`src/hw/rtl/hnsu_pkg.sv`:
```
// Package for the heightmap neighbour smoothing unit.
// Holds widths, codes and control structs shared by the interfaces and modules.
// No dependencies.
`default_nettype none

package hnsu_pkg;

  localparam int unsigned MAX_WIDTH_DEF    = 1024;
  localparam int unsigned SAMPLE_BITS_DEF  = 16;

  localparam int unsigned GRID_WIDTH_BITS  = 11;
  localparam int unsigned GRID_HEIGHT_BITS = 16;
  localparam int unsigned ROW_BITS         = GRID_HEIGHT_BITS + 1;

  localparam int unsigned CFG_IDX_BITS     = 2;
  localparam int unsigned CFG_DATA_BITS    = 16;

  localparam logic [CFG_IDX_BITS-1:0] CFG_GRID_WIDTH  = 2'd0;
  localparam logic [CFG_IDX_BITS-1:0] CFG_GRID_HEIGHT = 2'd1;

  localparam logic [GRID_WIDTH_BITS-1:0]  GRID_WIDTH_RST  = 11'd1024;
  localparam logic [GRID_HEIGHT_BITS-1:0] GRID_HEIGHT_RST = 16'd1024;

  localparam logic REQ_SAMPLE = 1'b0;
  localparam logic REQ_DRAIN  = 1'b1;

  // neighbour selection for the window datapath
  typedef struct packed {
    logic edge_emit;   // right-edge result of the row before last
    logic width_one;   // grid is one sample wide
    logic col_one;     // current sample sits in column 1
  } win_sel_t;

  // per-word control carried from the input register to the result stage
  typedef struct packed {
    logic edge_emit;
    logic frame_done;  // edge result closes the grid, no window update
    logic norm_emit;
    logic width_one;
    logic col_one;
    logic row_zero;
    logic row_ge2;
    logic row_in_grid;
  } s1_ctrl_t;

endpackage

`default_nettype wire

```
`src/hw/rtl/hnsu_window.sv`:
```
// Neighbour window of the smoothing unit: last two columns and the eight-neighbour mean.
// Depends on hnsu_pkg.
`default_nettype none

module hnsu_window
  import hnsu_pkg::*;
#(
  parameter int unsigned SAMPLE_BITS = SAMPLE_BITS_DEF
) (
  input  logic                   clk_i,
  input  logic                   shift_i,
  input  win_sel_t               sel_i,
  input  logic [SAMPLE_BITS-1:0] top_i,
  input  logic [SAMPLE_BITS-1:0] mid_i,
  input  logic [SAMPLE_BITS-1:0] bot_i,
  output logic [SAMPLE_BITS-1:0] smoothed_o
);

  localparam int unsigned SW = SAMPLE_BITS + 3;

  // column 1 is the older of the two kept columns
  logic [SAMPLE_BITS-1:0] c1_top_q, c1_mid_q, c1_bot_q;
  logic [SAMPLE_BITS-1:0] c2_top_q, c2_mid_q, c2_bot_q;

  logic [SAMPLE_BITS-1:0] l_top, l_mid, l_bot;
  logic [SAMPLE_BITS-1:0] r_top, r_mid, r_bot;
  logic [SW-1:0]          sum;

  always_ff @(posedge clk_i) begin
    if (shift_i) begin
      c1_top_q <= c2_top_q;
      c1_mid_q <= c2_mid_q;
      c1_bot_q <= c2_bot_q;
      c2_top_q <= top_i;
      c2_mid_q <= mid_i;
      c2_bot_q <= bot_i;
    end
  end

  always_comb begin
    if (sel_i.edge_emit ? sel_i.width_one : sel_i.col_one) begin
      l_top = c2_top_q;
      l_mid = c2_mid_q;
      l_bot = c2_bot_q;
    end else begin
      l_top = c1_top_q;
      l_mid = c1_mid_q;
      l_bot = c1_bot_q;
    end
    if (sel_i.edge_emit) begin
      r_top = c2_top_q;
      r_mid = c2_mid_q;
      r_bot = c2_bot_q;
    end else begin
      r_top = top_i;
      r_mid = mid_i;
      r_bot = bot_i;
    end
    sum = SW'(l_top) + SW'(l_mid) + SW'(l_bot)
        + SW'(c2_top_q) + SW'(c2_bot_q)
        + SW'(r_top) + SW'(r_mid) + SW'(r_bot);
  end

  assign smoothed_o = sum[SW-1:3];

endmodule

`default_nettype wire

```
`config.mk`:
```
export PLATFORM = sky130hd
export DESIGN_NAME = hnsu_window
export DESIGN_NICKNAME = d
export VERILOG_FILES = /design/src/hw/rtl/hnsu_pkg.sv /design/src/hw/rtl/hnsu_window.sv
export SDC_FILE = /design/constraint.sdc
export NUM_CORES = 1
export LEC_CHECK = 0
export ABC_AREA = 0
export BUFFER_PORTS_ARGS = -buffer_cell sky130_fd_sc_hd__buf_2
export CORE_MARGIN = 2
export CORE_UTILIZATION = 60
export CTS_BUF_LIST = sky130_fd_sc_hd__clkbuf_8 sky130_fd_sc_hd__clkbuf_16
export DETAILED_ROUTE_END_ITERATION = 7
export GPL_TIMING_DRIVEN = 1
export PLACE_DENSITY = 0.81
export SLEW_MARGIN = 15
export SYNTH_ARGS = -nofsm -noshare
export SYNTH_HDL_FRONTEND = slang
export SYNTH_SLANG_ARGS = --single-unit
```
`constraint.sdc`:
```
create_clock -name clk_i -period 9 [get_ports clk_i]
set_input_delay 1.35 -clock clk_i [delete_from_list [all_inputs] [get_ports clk_i]]
set_output_delay 1.35 -clock clk_i [all_outputs]
set_load 0.02 [all_outputs]
```
# ---- Word-level counts from Yosys, hierarchy flattened
# Cells that the tools add are included.
dict set report totals {
  ff_bits 96
  inputBits 53
  elab_cells 20
}
dict set report op_classes {
  n_addsub 7
  muxes 7
}
# cell count
set op_table {}
lappend op_table {{16-bit 2-to-1 mux} 6}
lappend op_table {{19-bit by 16-bit adder with 19-bit output} 4}
lappend op_table {{18-bit by 16-bit adder with 19-bit output} 1}
lappend op_table {{17-bit by 16-bit adder with 18-bit output} 1}
lappend op_table {{16-bit by 16-bit adder with 17-bit output} 1}
lappend op_table {{1-bit 2-to-1 mux} 1}

# ---- Longest topological paths before layout
dict set report logic_depth {
  depth_word 9
  ltp_mapped 20
  ltp_nobuf 18
}

# ---- Worst setup path after synthesis
# No wires, ideal clock.
dict set report synth_path {
  path_kind {input to output}
  from {in sel_i[2] in the netlist's numbering}
  to {out smoothed_o[9]}
  arrival_time_ns 6.073
  t_required_ns 7.650
  slack_ns 1.577
  cell_stages 14
  n_path_buf 1
  path_cell_list {mux2i_1 -> buf_2 -> mux2_1 -> fa_1 -> fa_1 -> fa_1 -> fa_1 -> nor2b_1 -> fa_1 -> a21oi_1 -> a2bb2oi_1 -> and2b_1 -> o21bai_1 -> o311ai_1}
}
dict set report synth_between {
  elab_chain_cells 9
  elab_cells_between_ends 14
  cone_classes {7 x add/sub; 7 x mux}
}
# element line_no
set synth_rtl {}
lappend synth_rtl {{start, declared} hnsu_window.sv:12} ;# input win_sel_t sel_i,
lappend synth_rtl {{1-bit 2-to-1 mux} hnsu_window.sv:41} ;# if (sel_i.edge_emit ? sel_i.width_one : sel_i.col_one) begin
lappend synth_rtl {{16-bit 2-to-1 mux} hnsu_window.sv:41}
lappend synth_rtl {{16-bit by 16-bit adder with 17-bit output} hnsu_window.sv:59} ;# sum = SW'(l_top) + SW'(l_mid) + SW'(l_bot)
lappend synth_rtl {{17-bit by 16-bit adder with 18-bit output} hnsu_window.sv:59}
lappend synth_rtl {{18-bit by 16-bit adder with 19-bit output} hnsu_window.sv:60} ;# + SW'(c2_top_q) + SW'(c2_bot_q)
lappend synth_rtl {{19-bit by 16-bit adder with 19-bit output} hnsu_window.sv:60}
lappend synth_rtl {{19-bit by 16-bit adder with 19-bit output (2 in a row)} hnsu_window.sv:61} ;# + SW'(r_top) + SW'(r_mid) + SW'(r_bot);
lappend synth_rtl {{19-bit by 16-bit adder with 19-bit output *} hnsu_window.sv:61}
lappend synth_rtl {{end, declared} hnsu_window.sv:16} ;# output logic [SAMPLE_BITS-1:0] smoothed_o
# Mark *: on every way between the ends. The rest lies on a longest branch, timed or not.

# ---- Final worst setup path
dict set report layout_path {
  from {in sel_i[2] in the netlist's numbering}
  to {out smoothed_o[11]}
}
# The elaborated chain is that of the path after synthesis.

==> metrics.md <==
| Metric | Value |
|---|---|
| Area grow syn2layout | 10.7% |
| Die area | 0.0127 mm2 |
| Global-route wire length before repair | 21,300 um |
| FF+latch area | 0.00288 mm2 |
| Worst path slowest cell | buf_4 |
| Drt wl/cell | 15.9 um |
| Vert. Die Dim | 113 um |
| Worst hold endpoint | c1_bot_q[13] |
| WS Path Type | input pin to output pin |
| Core Box Area | 0.0115 mm2 |
| Worst slew margin | 24.5% |
| Status | finished, final reports clean |
| Skew-Pair Late Insertion Delay | 0.36 ns |
| Pre-antenna DRT Iters | 4 |
| GRT Resource Usage Total | 21.4% |
| Final Max Tran Viols | 0 |
| Reg-to-reg critical path startpoint | c2_top_q[0] |
| Worst min path class | register to register |
| Register area share after synthesis | 40.7% |
| Post-synth ARST share | 0% |
| Period utilisation layout | 88.2% |
| Via count | 4,169 |
| Row Count | 39 |
| Number of routed nets with antenna violations | 0 |
| WP data arrival | 6.59 ns |
| Fmax | 126 MHz |
| Maximum fanout along the worst path | 48 |
| CP bufs+invs | 5 |
| Fin crit period | 7.94 ns |
| CP most frequent cell | fa_1 |
| Slowest stage delay, CP | 0.62 ns |
| Fraction of layout cells with a size suffix above 1 | 18.7% |
| Initial antenna violation count | 0 |
| CTS Buf Count | 9 |
| Post-synthesis cell area | 0.00708 mm2 |
| Post-CTS Setup Repair Bufs | 0 |
| Endpoints failing setup | 0 |
| Longest Clk Path Bufs | 2 |
| Clk sinks | 96 |
| Starting density of the core | 61.7% |
| IO Pins | 69 |
| Final TNS setup | 0 ns |
| Largest net degree at the start of global routing | 87 |
| Post-Syn Instances | 561 |
| Post_cts resized | 0 |
| Reg2Reg Setup Slack | 8.26 ns |
| MaxCap Viol Count | 0 |
| Synth unique cells | 42 |
| Gr ovfl total | 0 |
| Synth Net Count | 726 |
| WP data required | 7.65 ns |
| EDFF count, synth | 96 |
| R2R cell count | 0 |
| Worst-path cell chain | buf_2 -> buf_4 -> mux2_2 -> fa_1 -> inv_1 -> fa_1 -> inv_1 -> fa_1 -> fa_1 -> nor2b_1 -> fa_1 -> a21oi_1 -> a2bb2oi_1 -> and2b_1 -> o31ai_1 -> a21oi_1 -> xnor2_1 -> buf_2 |
| # port buffers | 68 |
| Final HPWL DP | 9400 um |
| WL final | 12,300 um |
| Die width | 113 um |
| Fin. Hold Viols | 0 |
| Worst path top cell family by delay | adder cells |
| FILL cells | 769 |
| FF+latch count, synth | 96 |
| Clock Skew | 0.00572 ns |
| Warnings from Yosys | 0 |
| Critical Path Source Type | input pin |
| CTS tree | built |
| Slew @ Worst Pin | 1.13 ns |
| # nets final | 792 |
| Antenna diodes | 0 |
| Drt drc | 0 |
| Clk slew on worst S/H paths | 0.07 ns |
| CTS Hold Bufs | 0 |
| HP Start | c2_bot_q[13] |
| Worst setup EP type | output pin |
| Worst R2R End | c1_top_q[0] |
| RSZ-0062 raised after global routing | no |
| Vias in the first global route | 4,580 |
| Via density | 5.38 |
| Htree depth | 3 |
| Hold path depth | 0 |
| GP Congestion | 0.850 |
| Area of the multi-input gates | 0.00363 mm2 |
| Post-Syn Area per Cell | 12.6 um2 |
| Number of DRC markers in iteration 0 | 301 |
| Main synth FF type | edfxtp_1 |
| Clock Tree Root | clkbuf_16 |
[area by class of cell]
class                      instances  area share [%]
clock buffer                       9            2.87
timing repair buffer              72            4.76
inverter                         134            6.42
multi-input combinational        314            46.3
sequential                        96            36.8
clock inverter                     7           0.607
tap                              143            2.28
[placed cells by master (no fill, tap or decap), drive strengths merged, types with 2 or more instances in the layout]
master and count:
buf 72, mux2i 28, ha 18, edfxtp 96, xor2 6, xnor2 7, nor2b 2, clkbuf 9
clkinv 6, nor3 3, nand2b 2, a21oi 25, o311a 2, a31oi 4, a21o 7, fa 94
inv 135, nor2 20, nand2 17, nand3 5, o21ai 18, mux2 40
[stage by stage]
step	hold WS, ns	util [%]	instance area (um2)	cells	setup WS (ns)
floorplan	0.436	-	7080	561	1.58
global placement	0.452	66.0	7560	759	1.15
detailed placement	0.462	66.0	7560	759	1.07
CTS	0.476	68.3	7840	775	1.04
global route	0.492	68.3	7840	775	0.663
finish	0.475	68.3	7840	775	1.06
[synth_stat cells, drive strengths merged (3+ instances only)]
cell type,count,area share (%)
a31oi,4,0.35
nor3,3,0.21
nand2,17,0.90
o21ai,18,1.3
buf,12,0.88
mux2i,28,4.0
xnor2,7,0.87
ha,18,3.2
inv,134,7.1
a21oi,25,1.8
a21o,7,0.74
xor2,6,0.74
mux2,40,6.4
nor2,20,1.1
edfxtp,96,41
clkbuf,5,0.27
fa,94,27
nand3,5,0.35
[routing by layer]
metal  wire length, um  global-route usage (%)
met1              5470                    29.6
met2              5930                    33.5
met3               666                    4.05
met4               276                    9.19
met5                 0                       0
[how the worst max path moves through the flow]
stage | from | endpoint | slack (ns) | cells after the start
after floorplan | sel_i[2] | smoothed_o[9] | 1.58 | 14
after global routing | sel_i[2] | smoothed_o[11] | 0.66 | 18
final | sel_i[2] | smoothed_o[11] | 1.06 | 18
after CTS | sel_i[2] | smoothed_o[11] | 1.04 | 18
after detailed placement | sel_i[2] | smoothed_o[11] | 1.07 | 18
after global placement | sel_i[2] | smoothed_o[11] | 1.15 | 16
[kinds of logic after synthesis]
| logic type | after synthesis | synth area share, % |
|---|---|---|
| compound gates | 66 | 5.83 |
| flops | 96 | 40.7 |
| fa+ha+maj | 112 | 29.8 |
| mux | 68 | 10.3 |
| simple gates | 55 | 3.52 |
| buf+inv | 151 | 8.25 |
| xor+xnor | 13 | 1.61 |
[registers in the layout (all words and copies together), names as in the netlist]
| signal | count |
|---|---|
| c1_top_q | 16 |
| c1_mid_q | 16 |
| c2_top_q | 16 |
| c2_mid_q | 16 |
| c2_bot_q | 16 |
| c1_bot_q | 16 |
Power is not shown: default switching activity piles up to over one toggle a cycle in this logic, so the estimate is an artifact.
